**config.mk**
```make
export PLATFORM = sky130hd
export DESIGN_NAME = i2c_eeprom_master_unit
export DESIGN_NICKNAME = d
export VERILOG_FILES = /design/src/rtl/i2cm_pkg.sv /design/src/rtl/i2c_eeprom_master_unit.sv /design/src/rtl/i2cm_seq.sv
export SDC_FILE = /design/constraint.sdc
export NUM_CORES = 1
export LEC_CHECK = 0
export BUFFER_PORTS_ARGS = -buffer_cell sky130_fd_sc_hd__buf_2
export CORE_ASPECT_RATIO = 2
export CORE_MARGIN = 2
export CORE_UTILIZATION = 50
export CTS_CLUSTER_SIZE = 12
export DETAILED_ROUTE_END_ITERATION = 8
export HOLD_SLACK_MARGIN = 0.02
export PLACE_DENSITY_LB_ADDON = 0.08
export SYNTH_ARGS = -nofsm -noshare
export SYNTH_HDL_FRONTEND = slang
export SYNTH_SLANG_ARGS = --single-unit
export TNS_END_PERCENT = 5
```
**constraint.sdc**
```tcl
create_clock -name i_clk -period 8.7 [get_ports i_clk]
set_clock_uncertainty 0.2 [all_clocks]
set_input_delay 1.74 -clock i_clk [delete_from_list [all_inputs] [get_ports i_clk]]
set_output_delay 1.74 -clock i_clk [all_outputs]
set_load 0.02 [all_outputs]
```
**src/rtl/i2cm_pkg.sv**
```systemverilog
`timescale 1ns / 1ps

package i2cm_pkg;

    localparam logic [1:0] CMD_TICK  = 2'd0;
    localparam logic [1:0] CMD_READ  = 2'd1;
    localparam logic [1:0] CMD_WRITE = 2'd2;

    localparam logic [6:0] DEV_ADDR_RST = 7'd80;

    localparam int IN_DATA_W  = 32;
    localparam int IN_USER_W  = 2;
    localparam int OUT_DATA_W = 16;

    typedef enum logic [9:0] {
        PH_IDLE    = 10'b00_0000_0001,
        PH_START   = 10'b00_0000_0010,
        PH_DEVW    = 10'b00_0000_0100,
        PH_PSTOP   = 10'b00_0000_1000,
        PH_MADDR   = 10'b00_0001_0000,
        PH_RESTART = 10'b00_0010_0000,
        PH_DEVR    = 10'b00_0100_0000,
        PH_RDATA   = 10'b00_1000_0000,
        PH_WDATA   = 10'b01_0000_0000,
        PH_STOP    = 10'b10_0000_0000
    } t_phase;

    typedef struct packed {
        logic [1:0] cmd;
        logic [7:0] mem_addr;
        logic [7:0] byte_count;
        logic [7:0] wr_data;
        logic       sda_in;
    } t_item;

    typedef struct packed {
        logic       scl_level;
        logic       sda_release;
        logic       busy_res;
        logic       rd_valid;
        logic [7:0] rd_data;
        logic       rd_last;
        logic       byte_taken;
        logic       done_res;
    } t_result;

endpackage

```
**src/rtl/i2c_eeprom_master_unit.sv**
```systemverilog
`timescale 1ns / 1ps
// i2c eeprom master, random read and byte write, one bus half-period per item
//
// each input transfer is one tick: tuser carries the command (tick, read,
// write), tdata the memory address, byte count, write byte and sampled sda.
// each accepted item yields exactly one output transfer giving the scl level
// and sda drive for that tick plus busy, read byte, byte taken and done flags;
// tlast marks the final byte of a read.
// the device address register is written through i_cfg_we / i_cfg_wdata; the user
// writes it only while the block is idle, the block does not enforce it; it resets to 80.
//
// an item is held in the input register while the sequencer step is computed
// from it, and the result is registered in the output register once that
// register is free. throughput is one item per cycle while the receiver takes
// results, bounded only by the single sequencer step between the two
// registers.
// reset (synchronous, active low) clears both stages and returns the sequencer
// to idle with the bus released. when the receiver stalls, the result is held,
// the input register fills and tready drops; nothing is lost.

module i2c_eeprom_master_unit (
    input  logic                              i_clk,
    input  logic                              i_rst_n,
    input  logic                              i_cfg_we,
    input  logic [6:0]                        i_cfg_wdata,
    input  logic                              i_s_axis_tvalid,
    output logic                              o_s_axis_tready,
    // mem_addr[7:0], byte_count[15:8], wr_data[23:16], sda_in[24], zeros above
    input  logic [i2cm_pkg::IN_DATA_W-1:0]    i_s_axis_tdata,
    // cmd[1:0]
    input  logic [i2cm_pkg::IN_USER_W-1:0]    i_s_axis_tuser,
    output logic                              o_m_axis_tvalid,
    input  logic                              i_m_axis_tready,
    // scl_level[0], sda_release[1], busy_res[2], rd_valid[3], rd_data[11:4],
    // byte_taken[12], done_res[13], zeros above
    output logic [i2cm_pkg::OUT_DATA_W-1:0]   o_m_axis_tdata,
    output logic                              o_m_axis_tlast
);

    logic [6:0]        r_dev;
    logic              r_in_valid;
    i2cm_pkg::t_item   r_in;
    logic              r_out_valid;
    i2cm_pkg::t_result r_out;
    i2cm_pkg::t_result w_res;
    logic              w_adv;
    logic              w_in_xfer;

    assign w_adv           = r_in_valid && (!r_out_valid || i_m_axis_tready);
    assign o_s_axis_tready = !r_in_valid || w_adv;
    assign w_in_xfer       = i_s_axis_tvalid && o_s_axis_tready;

    always_ff @(posedge i_clk) begin
        if (!i_rst_n) begin
            r_dev <= i2cm_pkg::DEV_ADDR_RST;
        end else if (i_cfg_we) begin
            r_dev <= i_cfg_wdata;
        end
    end

    always_ff @(posedge i_clk) begin
        if (!i_rst_n) begin
            r_in_valid <= 1'b0;
        end else if (w_in_xfer) begin
            r_in_valid <= 1'b1;
        end else if (w_adv) begin
            r_in_valid <= 1'b0;
        end
    end

    always_ff @(posedge i_clk) begin
        if (w_in_xfer) begin
            r_in.cmd        <= i_s_axis_tuser[1:0];
            r_in.mem_addr   <= i_s_axis_tdata[7:0];
            r_in.byte_count <= i_s_axis_tdata[15:8];
            r_in.wr_data    <= i_s_axis_tdata[23:16];
            r_in.sda_in     <= i_s_axis_tdata[24];
        end
    end

    i2cm_seq u_seq (
        .i_clk      (i_clk),
        .i_rst_n    (i_rst_n),
        .i_step     (w_adv),
        .i_item     (r_in),
        .i_dev_addr (r_dev),
        .o_res      (w_res)
    );

    always_ff @(posedge i_clk) begin
        if (!i_rst_n) begin
            r_out_valid <= 1'b0;
        end else if (w_adv) begin
            r_out_valid <= 1'b1;
        end else if (i_m_axis_tready) begin
            r_out_valid <= 1'b0;
        end
    end

    always_ff @(posedge i_clk) begin
        if (w_adv) begin
            r_out <= w_res;
        end
    end

    assign o_m_axis_tvalid = r_out_valid;
    assign o_m_axis_tlast  = r_out.rd_last;
    assign o_m_axis_tdata  = {2'b00,
                              r_out.done_res, r_out.byte_taken, r_out.rd_data,
                              r_out.rd_valid, r_out.busy_res, r_out.sda_release,
                              r_out.scl_level};

endmodule

```
**src/rtl/i2cm_seq.sv**
```systemverilog
`timescale 1ns / 1ps

module i2cm_seq (
    input  logic              i_clk,
    input  logic              i_rst_n,
    input  logic              i_step,
    input  i2cm_pkg::t_item   i_item,
    input  logic [6:0]        i_dev_addr,
    output i2cm_pkg::t_result o_res
);

    i2cm_pkg::t_phase r_phase, n_phase;
    logic [3:0] r_bit_idx, n_bit_idx;
    logic [7:0] r_shift, n_shift;
    logic [7:0] r_bytes_left, n_bytes_left;
    logic [7:0] r_cur_addr, n_cur_addr;
    logic       r_is_write, n_is_write;
    logic [1:0] r_tick, n_tick;

    // effective state after a possible request on this tick
    i2cm_pkg::t_phase w_ph;
    logic [1:0] w_tick;
    logic [3:0] w_bidx;
    logic [7:0] w_shift;
    logic       w_req;
    logic       w_lvl;
    logic       w_last;
    logic [7:0] w_rd_shift;

    always_comb begin
        w_req = (r_phase == i2cm_pkg::PH_IDLE)
             && ((i_item.cmd == i2cm_pkg::CMD_READ)
              || ((i_item.cmd == i2cm_pkg::CMD_WRITE) && (i_item.byte_count != 8'd0)));
        w_ph   = w_req ? i2cm_pkg::PH_START : r_phase;
        w_tick = w_req ? 2'd1 : r_tick;
        w_bidx = w_req ? 4'd0 : r_bit_idx;
        // write data is latched at the head of each data byte
        w_shift = ((r_phase == i2cm_pkg::PH_WDATA) && (r_bit_idx == 4'd0) && (r_tick == 2'd0))
                ? i_item.wr_data : r_shift;
        w_lvl      = w_bidx[3] ? 1'b1 : w_shift[7];
        w_last     = (r_bytes_left <= 8'd1);
        w_rd_shift = {r_shift[6:0], i_item.sda_in};
    end

    always_comb begin
        n_phase      = w_ph;
        n_tick       = w_tick;
        n_bit_idx    = w_bidx;
        n_shift      = w_shift;
        n_bytes_left = r_bytes_left;
        n_cur_addr   = r_cur_addr;
        n_is_write   = r_is_write;
        o_res        = '0;
        o_res.scl_level   = 1'b1;
        o_res.sda_release = 1'b1;

        if (w_req) begin
            n_is_write   = (i_item.cmd == i2cm_pkg::CMD_WRITE);
            n_cur_addr   = i_item.mem_addr;
            n_bytes_left = (i_item.byte_count != 8'd0) ? i_item.byte_count : 8'd1;
        end

        unique case (w_ph)
            i2cm_pkg::PH_IDLE: begin
            end
            i2cm_pkg::PH_START, i2cm_pkg::PH_RESTART: begin
                o_res.busy_res = 1'b1;
                if (w_tick == 2'd0) begin
                    o_res.scl_level = 1'b0;
                    n_tick = 2'd1;
                end else if (w_tick == 2'd1) begin
                    n_tick = 2'd2;
                end else begin
                    o_res.sda_release = 1'b0;
                    n_bit_idx = 4'd0;
                    n_tick    = 2'd0;
                    if (w_ph == i2cm_pkg::PH_RESTART) begin
                        n_phase = i2cm_pkg::PH_DEVR;
                        n_shift = {i_dev_addr, 1'b1};
                    end else begin
                        n_phase = i2cm_pkg::PH_DEVW;
                        n_shift = {i_dev_addr, 1'b0};
                    end
                end
            end
            i2cm_pkg::PH_DEVW, i2cm_pkg::PH_MADDR, i2cm_pkg::PH_DEVR,
            i2cm_pkg::PH_WDATA: begin
                o_res.busy_res    = 1'b1;
                o_res.scl_level   = (w_tick != 2'd0);
                o_res.sda_release = w_lvl;
                o_res.byte_taken  = (w_ph == i2cm_pkg::PH_WDATA)
                                 && (w_bidx == 4'd0) && (w_tick == 2'd0);
                if (w_tick == 2'd0) begin
                    n_tick = 2'd1;
                end else begin
                    n_tick = 2'd0;
                    if (!w_bidx[3]) begin
                        n_shift   = {w_shift[6:0], 1'b0};
                        n_bit_idx = w_bidx + 4'd1;
                    end else begin
                        // ack slot finished
                        n_bit_idx = 4'd0;
                        case (w_ph)
                            i2cm_pkg::PH_DEVW: begin
                                if (!i_item.sda_in) begin
                                    n_phase = i2cm_pkg::PH_MADDR;
                                    n_shift = r_cur_addr;
                                end else begin
                                    n_phase = i2cm_pkg::PH_PSTOP;
                                end
                            end
                            i2cm_pkg::PH_MADDR: begin
                                if (r_is_write) begin
                                    n_phase = i2cm_pkg::PH_WDATA;
                                    n_shift = 8'd0;
                                end else begin
                                    n_phase = i2cm_pkg::PH_RESTART;
                                end
                            end
                            i2cm_pkg::PH_DEVR: begin
                                n_phase = i2cm_pkg::PH_RDATA;
                                n_shift = 8'd0;
                            end
                            default: begin
                                n_phase = i2cm_pkg::PH_STOP;
                            end
                        endcase
                    end
                end
            end
            i2cm_pkg::PH_RDATA: begin
                o_res.busy_res = 1'b1;
                if (!w_bidx[3]) begin
                    if (w_tick == 2'd0) begin
                        o_res.scl_level = 1'b0;
                        n_tick = 2'd1;
                    end else begin
                        n_tick    = 2'd0;
                        n_shift   = w_rd_shift;
                        n_bit_idx = w_bidx + 4'd1;
                        if (w_bidx == 4'd7) begin
                            o_res.rd_valid = 1'b1;
                            o_res.rd_data  = w_rd_shift;
                            o_res.rd_last  = w_last;
                        end
                    end
                end else begin
                    // ack all but the last byte
                    o_res.sda_release = w_last;
                    if (w_tick == 2'd0) begin
                        o_res.scl_level = 1'b0;
                        n_tick = 2'd1;
                    end else begin
                        n_tick    = 2'd0;
                        n_bit_idx = 4'd0;
                        if (w_last) begin
                            n_phase = i2cm_pkg::PH_STOP;
                        end else begin
                            n_bytes_left = r_bytes_left - 8'd1;
                            n_shift      = 8'd0;
                        end
                    end
                end
            end
            i2cm_pkg::PH_PSTOP, i2cm_pkg::PH_STOP: begin
                o_res.busy_res = 1'b1;
                if (w_tick == 2'd0) begin
                    o_res.scl_level   = 1'b0;
                    o_res.sda_release = 1'b0;
                    n_tick = 2'd1;
                end else if (w_tick == 2'd1) begin
                    o_res.sda_release = 1'b0;
                    n_tick = 2'd2;
                end else begin
                    n_tick    = 2'd1;
                    n_bit_idx = 4'd0;
                    if (w_ph == i2cm_pkg::PH_PSTOP) begin
                        n_phase = i2cm_pkg::PH_START;
                    end else if (r_is_write && (r_bytes_left > 8'd1)) begin
                        n_bytes_left = r_bytes_left - 8'd1;
                        n_cur_addr   = r_cur_addr + 8'd1;
                        n_phase      = i2cm_pkg::PH_START;
                    end else begin
                        n_bytes_left = 8'd0;
                        if (r_is_write) begin
                            n_cur_addr = r_cur_addr + 8'd1;
                        end
                        o_res.done_res = 1'b1;
                        n_phase = i2cm_pkg::PH_IDLE;
                        n_tick  = 2'd0;
                    end
                end
            end
            default: begin
                n_phase   = i2cm_pkg::PH_IDLE;
                n_tick    = 2'd0;
                n_bit_idx = 4'd0;
            end
        endcase
    end

    always_ff @(posedge i_clk) begin
        if (!i_rst_n) begin
            r_phase      <= i2cm_pkg::PH_IDLE;
            r_bit_idx    <= 4'd0;
            r_shift      <= 8'd0;
            r_bytes_left <= 8'd0;
            r_cur_addr   <= 8'd0;
            r_is_write   <= 1'b0;
            r_tick       <= 2'd0;
        end else if (i_step) begin
            r_phase      <= n_phase;
            r_bit_idx    <= n_bit_idx;
            r_shift      <= n_shift;
            r_bytes_left <= n_bytes_left;
            r_cur_addr   <= n_cur_addr;
            r_is_write   <= n_is_write;
            r_tick       <= n_tick;
        end
    end

    a_done_to_idle: assert property (@(posedge i_clk) disable iff (!i_rst_n)
        (i_step && o_res.done_res) |=> (r_phase == i2cm_pkg::PH_IDLE))
        else $error("stop finished but sequencer not idle");

    a_rd_full_byte: assert property (@(posedge i_clk) disable iff (!i_rst_n)
        (i_step && o_res.rd_valid) |=> (r_bit_idx == 4'd8 && r_tick == 2'd0))
        else $error("read byte reported before eight bits");

    a_take_at_head: assert property (@(posedge i_clk) disable iff (!i_rst_n)
        (i_step && o_res.byte_taken) |=> (r_tick == 2'd1 && r_bit_idx == 4'd0
                                          && r_phase == i2cm_pkg::PH_WDATA))
        else $error("write byte taken away from byte head");

    a_bit_idx_range: assert property (@(posedge i_clk) disable iff (!i_rst_n)
        (r_bit_idx <= 4'd8) && (r_tick != 2'd3))
        else $error("bit counter out of range");

endmodule

```
=== After elaboration in Yosys (flattened, before gate mapping) ===
Cells that the tools add are included.

* Flip-flop bits (word level): 92
* Bits of input ports: 46
* Word-level logic and storage cells: 158

* Add/subtract/negate cells: 3
* Order comparisons: 2
* Eq/ne operators: 16
* Multiplexer cells: 80
* Bitwise logic cells: 3
* Reductions and logical operators: 31

{| class="wikitable"
|+ Operators with widths
! operator !! number
|-
| $mux 8 || 27
|-
| $mux 10 || 12
|-
| $pmux 10 s5 || 1
|-
| $pmux 8 s3 || 2
|-
| $mux 4 || 8
|-
| $pmux 10 s3 || 1
|-
| $eq 10x1->1 const B || 2
|-
| $eq 10x9->1 const B || 2
|-
| $pmux 4 s4 || 1
|-
| $pmux 8 s2 || 1
|-
| $reduce_or 4->1 || 4
|-
| $mux 1 || 15
|-
| $mux 2 || 7
|-
| $pmux 3 s4 || 1
|-
| $eq 10x10->1 const B || 1
|-
| $eq 10x2->1 const B || 1
|-
| $eq 10x3->1 const B || 1
|-
| $eq 10x4->1 const B || 1
|-
| $eq 10x5->1 const B || 1
|-
| $eq 10x6->1 const B || 1
|-
| $eq 10x7->1 const B || 1
|-
| $eq 10x8->1 const B || 1
|-
| $logic_and 1x1->1 || 9
|-
| $mux 9 || 1
|-
| 22 further kinds || 33
|}

=== Longest topological paths before layout ===
Gate-level depths: netlist of run 1.

* Depth after elaboration: 11
* Depth in mapped cells: 12

=== Hierarchy ===
Synthesis of run 1 repeated with hierarchy kept, for this count alone.

* Cell total of the unflattened synthesis: 577
* Area, all modules: 5328.9 um^2

{| class="wikitable"
|+ By module, submodules not included
! module !! instances !! cells each !! area an instance (um^2)
|-
| i2cm_seq || 1 || 501 || 3704.8
|-
| i2c_eeprom_master_unit || 1 || 76 || 1624.1
|}

=== Worst setup path before layout of run 1 ===
No wires, ideal clock.

* Kind: in2out
* Start point: in i_m_axis_tready
* End point: out o_s_axis_tready
* Arrival time: 2092 ps
* Slack: 4668 ps
* Stages on the path: 2
* Path buffers: 0
* Cells stage by stage: nor2b_1 -> nand2_1

* Longest elaborated chain between the ends: 3

{| class="wikitable"
|+ RTL lines
! element !! line !! text
|-
| start, declared || i2c_eeprom_master_unit.sv:33 || <nowiki>input logic i_m_axis_tready,</nowiki>
|-
| $logic_or 1x1->1 || i2c_eeprom_master_unit.sv:49 || <nowiki>assign w_adv = r_in_valid && (!r_out_valid || i_m_axis_tready);</nowiki>
|-
| $logic_and 1x1->1 || i2c_eeprom_master_unit.sv:49 ||
|-
| $logic_or 1x1->1 || i2c_eeprom_master_unit.sv:50 || <nowiki>assign o_s_axis_tready = !r_in_valid || w_adv;</nowiki>
|-
| end, declared || i2c_eeprom_master_unit.sv:27 || <nowiki>output logic o_s_axis_tready,</nowiki>
|}

No other way between the ends.

=== Worst setup path in the final report of run 1 ===
* Start point: in i_m_axis_tready
* End point: reg u_seq.r_phase[9]

* Longest elaborated chain between the ends: 2

{| class="wikitable"
|+ RTL lines
! element !! line !! text
|-
| $logic_or 1x1->1 || i2c_eeprom_master_unit.sv:49 ||
|-
| $logic_and 1x1->1 || i2c_eeprom_master_unit.sv:49 ||
|-
| end signal, assigned || i2cm_seq.sv:204 || <nowiki>r_phase <= i2cm_pkg::PH_IDLE;</nowiki>
|-
| end signal, assigned || i2cm_seq.sv:212 || <nowiki>r_phase <= n_phase;</nowiki>
|-
| end, declared || i2cm_seq.sv:12 || <nowiki>i2cm_pkg::t_phase r_phase, n_phase;</nowiki>
|}

No other way between the ends.
A chain may end at the register's enable or synchronous reset.

==> results of run 1 <==
-- flip-flops by register name, summed over array words and instances (netlist names), 2 cells and up --
| signal | count |
|---|---|
| r_in | 27 |
| o_m_axis_tdata | 14 |
| u_seq.r_phase | 10 |
| u_seq.r_bytes_left | 8 |
| u_seq.r_cur_addr | 8 |
| u_seq.r_shift | 8 |
| r_dev | 7 |
| u_seq.r_bit_idx | 4 |
| u_seq.r_tick | 2 |
-- per-stage QoR --
step / setup slack, ns / utilization / std cells / instance area [µm²]
floorplan: 4.67 / - / 564 / 5380
global placement: 3.88 / 0.544 / 727 / 5700
detailed placement: 3.82 / 0.544 / 727 / 5700
CTS: 4.19 / 0.572 / 743 / 5990
global route: 3.95 / 0.572 / 743 / 5990
finish: 4.16 / 0.572 / 743 / 5990
-- layout by cell type (no fill, tap or decap), types with 4 or more instances in the layout --
cell type / instances
a21oi_2: 4
o221ai_1: 4
xnor2_1: 4
buf_2: 55
dfxtp_1: 50
mux2i_1: 21
clkbuf_16: 9
nand2_1: 33
ha_1: 7
o31ai_1: 4
nor3_1: 12
nor4_1: 5
nor2_1: 54
nor2b_1: 10
a22o_1: 5
edfxtp_1: 42
a211oi_1: 13
o21a_1: 4
o211ai_1: 4
nand3_1: 17
nor4_2: 6
o32ai_1: 5
mux2_2: 5
a21oi_1: 31
a32o_1: 10
inv_1: 16
nand4b_1: 5
o21ai_0: 46
and3_1: 4
and2_1: 15
a31oi_1: 4
buf_4: 7
o22ai_1: 10
-- cell type report --
| type | count | area (µm²) |
|---|---|---|
| clock buffer | 9 | 225 |
| clock inverter | 7 | 63.8 |
| fill | 976 | 4490 |
| inverter | 17 | 63.8 |
| multi-input combinational | 419 | 2880 |
| sequential | 92 | 2260 |
| tap | 137 | 171 |
| timing repair buffer | 62 | 328 |
-- critical path: stages --
cell	delay [ns]
buf_2	0.09
nor2b_1	0.21
nand2b_1	0.63
inv_1	0.56
nor2_1	0.95
a21oi_1	0.21
o21ai_0	0.21
-- report_power, final --
| group | total [mW] | switching [mW] | internal [mW] | leakage (nW) |
|---|---|---|---|---|
| clock network | 0.385 | 0.185 | 0.200 | 0.143 |
| logic | 0.152 | 0.0982 | 0.0534 | 1.22 |
| registers | 0.490 | 0.0173 | 0.473 | 0.804 |
| total | 1.03 | 0.300 | 0.727 | 2.17 |
-- worst max-delay path by stage --
| stage | startpoint | to | cells past startpoint | slack, ns |
|---|---|---|---|---|
| after floorplan | i_m_axis_tready | o_s_axis_tready | 2 | 4.67 |
| after global placement | i_m_axis_tready | u_seq.r_phase[9]$_SDFFE_PN0P_ | 7 | 3.88 |
| after detailed placement | i_m_axis_tready | u_seq.r_phase[9]$_SDFFE_PN0P_ | 7 | 3.82 |
| after CTS | i_m_axis_tready | u_seq.r_phase[9]$_SDFFE_PN0P_ | 7 | 4.19 |
| after global routing | i_m_axis_tready | u_seq.r_phase[9]$_SDFFE_PN0P_ | 7 | 3.95 |
| final | i_m_axis_tready | u_seq.r_phase[9]$_SDFFE_PN0P_ | 7 | 4.16 |
-- cells by family (layout without fill, tap and decap cells) --
group	count (synthesis)	after routing	synth area share
AO/OA/AOI/OAI	183	183	0.249
XOR/XNOR	6	6	0.00977
adder cells (fa/ha/maj)	7	7	0.0163
buffers and inverters	53	95	0.0449
flip-flops	92	92	0.421
multiplexers	26	26	0.0496
other	1	2	0.000697
AND/OR/NAND/NOR	195	195	0.209
-- per-layer routing --
layer,vias up,track usage
met3,65,0.0354
met1,2291,0.285
met5,-,0
met2,196,0.488
li1,2225,-
met4,0,0.186
==> impl_metrics.ini, run 1 <==
[outcome]
status = finished, final reports clean

[setup_path]
cp-start-kind = input port
critPathKind = in -> reg
rr_endpoint = u_seq.r_bit_idx[0]$_SDFFE_PN0P_
critPathCaptureType = flip-flop
worstRegToRegCells = 9
r2r_setup_slack_ns = 5.22
critPathMaxFanout = 18
cp_data_arrival_time_ns = 4.61
reg2reg_from = u_seq.r_phase[9]$_SDFFE_PN0P_
cp.required_ns = 8.77

[routing]
dr_wl_met2_um = 8100
via_per_inst = 6.43
num_vias = 4777
drt_iter0_markers = 550
routedWlPerCell_um = 20.5
wl_met3_um = 696
ant_nets = 0
met1_length_um = 5540
drtPass1Iterations = 6
drcViolationCount = 0
top_layer_used = met4
drt_wl_total_um = 15300

[timing]
final_max_slew_viol_count = 0
fmax_mhz = 220
tightest_slew_ns = 1.26
min_period_ns = 4.54
rsz0062_at_grt = false
post-route-period-util = 0.522
tns_ns = 0
setup_viol = 0
maxSlewHeadroom = 0.154
hold_viol_final = 0
whs_ns = 0.284

[finish]
drive_gt1_frac = 0.193
n_antenna_cell = 0
area_growth_syn_to_layout_pct = 11.4
nets = 654

[grt]
antenna_found_initial = 0
grt_pass1_wl_um = 23900
grtUsageTotal = 0.269
first_global_vias = 4581
overflow = 0
grt_max_degree = 28

[clock_network]
clock_latency_ns = 0.35
cts_setup_buffers = 0
ctsHoldBuffers = 0
cts_buffers = 9
clockBufferDepth = 2
clk_pin_slew_ns = 0.07
cts_tree = yes
cts_root_buffer = clkbuf_16
cts.sinks = 92
post_cts_resized = 0
htree_num_levels = 3

[die]
die_area_mm2 = 0.0116
coreArea_mm2 = 0.0105
fp-row-count = 53
die_h_um = 151
ioPinCount = 65
start_util = 0.513
die_w_um = 77.3

[min_path]
hp-start = u_seq.r_shift[7]$_SDFFE_PN0P_
min_path_cells = 2
hp-class = reg -> reg
whs_endpoint = u_seq.r_shift[7]$_SDFFE_PN0P_

[yosys]
synthArstFlopShare = 0
syn_avg_cell_area_um2 = 9.55
yosysWarnings = 0
synth_largest_area_cell = edfxtp_1
synth.distinct_cells = 82
yosys-top-cells-area = edfxtp_1 23%, dfxtp_1 19%, o21ai_0 4.3%
synth_area_mm2 = 0.00538
synth-seq-cells = 92
synth_common_cells = 54 x nor2_1, 50 x dfxtp_1, 46 x o21ai_0, 42 x edfxtp_1, 33 x nand2_1
yosys.cell_count.top_type = nor2_1
synth_top_flop_cell = dfxtp_1
synth_seq_area_share = 0.421
synthCells = 563
synth_top_area_share = 0.235
synth_edf_count = 42

[placement]
place_congestion = 0.944
io_buffers = 55
hpwl_um = 11300

[power]
ir_worst_vdd_v = 0.000167
power.density_mw_per_mm2 = 171
power_mw = 1.03
leakage_nw = 2.17

[flow_run]
maxCapViolCount = 0
No activity file was read; power rests on OpenSTA's default activity.
==> run 2, diff against run 1 <==
Settings changed: ABC_AREA set to 1.
Clock period 8.7 ns to 4.8 ns, I/O delays scaled along.
==> run 2 against run 1 <==
Effect of this change:
- critical path depth is 8 higher
- synthesized area up 9.4%
- via count is 20% higher
- register-to-register slack worse by 4.0 ns
- synthesized cell count increased by 45%
- largest cell class unchanged
- critical endpoint is now u_seq.r_bit_idx[0]$_SDFFE_PN0P_
- sequential share of layout area is 2.6 points lower
- cell count increased by 35%
- largest power group unchanged
- design area grew 7.4%
==> impl_metrics.ini, run 2 <==
[outcome]
status = finished, final reports clean

[finish]
layout.cells.most_common_list = 216 x nand2_1, 86 x inv_1, 73 x nand3_1, 66 x a21oi_1, 65 x nor2_1
area_growth_syn_to_layout_pct = 9.40
instances_no_fill = 1002
drive_gt1_frac = 0.140
nets = 905
n_antenna_cell = 0
regMostFlops = r_in
postLayoutCoreUtil = 0.553
largest_reg_flops = 27
fillers = 1194
layout_commonest_cell = nand2_1

[clock_network]
clk_pin_slew_ns = 0.07
cts_tree = yes
ctsHoldBuffers = 0
clock_latency_ns = 0.35
cts_buffers = 9
cts_setup_buffers = 0
clockBufferDepth = 2
cts.sinks = 92
htree_num_levels = 3
post_cts_resized = 0
cts_root_buffer = clkbuf_16

[yosys]
synth-seq-cells = 92
yosys.cell_count.top_type = nand2_1
synth_top_flop_cell = dfxtp_1
synthAdderAreaFrac = 0.0149
synth_largest_area_cell = edfxtp_1
muxShareOfSynthArea = 0
synth_common_cells = 216 x nand2_1, 86 x inv_1, 73 x nand3_1, 66 x a21oi_1, 65 x nor2_1
synthArstFlopShare = 0
synth.distinct_cells = 46
synth_area_mm2 = 0.00588
synth_top_area_share = 0.214
synth_seq_area_share = 0.385
synth-simple-area-share = 0.312
synth_edf_count = 42
synth_top_family_by_area = simple AND/OR/NAND/NOR gates
synth_compound_area_frac = 0.173
synth_xor_area_frac = 0.0164
syn_avg_cell_area_um2 = 7.20
yosys-top-cells-area = edfxtp_1 21%, dfxtp_1 17%, nand2_1 14%
yosysWarnings = 0
synthCells = 817

[grt]
first_global_vias = 5404
antenna_found_initial = 0
grtUsageTotal = 0.278
grt_max_degree = 53
grt_pass1_wl_um = 26700
overflow = 0

[die]
die_w_um = 80.7
coreArea_mm2 = 0.0116
start_util = 0.506
fp-row-count = 56
ioPinCount = 65
die_area_mm2 = 0.0127
die_h_um = 157

[flow_run]
maxCapViolCount = 0

[placement]
dp_cells = 986
place_congestion = 0.919
hpwl_um = 12100
io_buffers = 55

[timing]
fmax_mhz = 277
tightest_slew_ns = 1.23
maxSlewHeadroom = 0.179
rsz0062_at_grt = false
min_period_ns = 3.61
tns_ns = 0
post-route-period-util = 0.752
setup_viol = 0
hold_viol_final = 0
final_max_slew_viol_count = 0
whs_ns = 0.265

[routing]
via_per_inst = 5.73
drt_wl_total_um = 17200
drtPass1Iterations = 5
routedWlPerCell_um = 17.2
drt_iter0_markers = 400
ant_nets = 0
num_vias = 5737
drcViolationCount = 0

[setup_path]
cp.required_ns = 4.88
cp-start-kind = flip-flop
cp.buffers_inverters = 1
crit_slowest_cell = nand3_4
slowest_delay_ns = 0.60
critPathKind = reg -> reg
critical-path-top-delay-family = simple AND/OR/NAND/NOR gates
path_cells = nor2_1, nand2_1, o21ai_0, nand2_1, nand2_4, nand3_4, inv_2, ha_1, nand2_1, o21ai_0, nor2_1, a21oi_1, nand3_1, nand2_1, a21oi_1
critPathMaxFanout = 52
critPathCaptureType = flip-flop
cp_data_arrival_time_ns = 3.69
cp_common_cell = nand2_1

[power]
ir_worst_vdd_v = 0.000278
power.density_mw_per_mm2 = 297
power_mw = 1.91
leakage_nw = 2.77

[min_path]
hp-class = reg -> reg
## run 2: cell types whose count changed after synthesis, sizes merged, moves of 16 or more
| cell | before | now |
|---|---|---|
| nand2 | 34 | 226 |
| mux2i | 21 | 0 |
| and2 | 16 | 0 |
| o211ai | 5 | 22 |
| a21oi | 35 | 67 |
| nor2 | 55 | 77 |
| nand3 | 17 | 78 |
| o21ai | 53 | 69 |
| inv | 17 | 95 |
## run 2: through the flow
step,instance area [µm²],setup WS [ns]
CTS,6440,1.20
global placement,6140,1.37
detailed placement,6140,1.24
floorplan,5890,2.11
global route,6440,0.885
finish,6440,1.19
## run 2: area by class of cell
| cell class | instances | area (µm²) | share of cell area |
|---|---|---|---|
| clock inverter | 5 | 60.1 | 0.00933 |
| tap | 145 | 181 | 0.0282 |
| timing repair buffer | 58 | 298 | 0.0463 |
| multi-input combinational | 595 | 3040 | 0.473 |
| inverter | 96 | 360 | 0.0560 |
| sequential | 92 | 2260 | 0.351 |
| clock buffer | 11 | 233 | 0.0362 |
## run 2: cells by family (layout without fill, tap and decap cells)
logic type / count (synthesis) / in the layout
simple gates: 403 / 403
compound gates: 172 / 172
buf+inv: 131 / 170
flops: 92 / 92
xor+xnor: 11 / 11
fa+ha+maj: 7 / 7
other cells: 1 / 2
## run 2: layer usage
layer	vias to the layer above	part of all wire	global-route usage
met2	194	0.54	0.510
met5	-	0	0
met3	61	0.039	0.0378
li1	2774	-	-
met1	2708	0.37	0.296
met4	0	0.051	0.154
## run 2: tightest hold or removal path: cells and delay by family (launching register included)
kind,cells,cell delay (ns)
DFF,1,0.30
buffers and inverters,1,0.06
AOI/OAI and AO/OA,1,0.06
## run 2: where the power goes
| group | internal, mW | leakage [nW] | switching, mW |
|---|---|---|---|
| clock | 0.406 | 0.140 | 0.309 |
| combinational | 0.0909 | 1.82 | 0.224 |
| sequential | 0.860 | 0.806 | 0.0228 |
| total | 1.36 | 2.77 | 0.557 |
## run 2: path summary, 6_finish.rpt
check	depth (start not counted)	from	end	slack [ns]
worst max register to register	15	r_in[12]$_DFFE_PP_	u_seq.r_bit_idx[0]$_SDFFE_PN0P_	1.19
worst min-delay path	2	r_dev[2]$_SDFFE_PN0P_	r_dev[2]$_SDFFE_PN0P_	0.27
worst min register to register	2	r_dev[2]$_SDFFE_PN0P_	r_dev[2]$_SDFFE_PN0P_	0.27
worst max-delay path	15	r_in[12]$_DFFE_PP_	u_seq.r_bit_idx[0]$_SDFFE_PN0P_	1.19
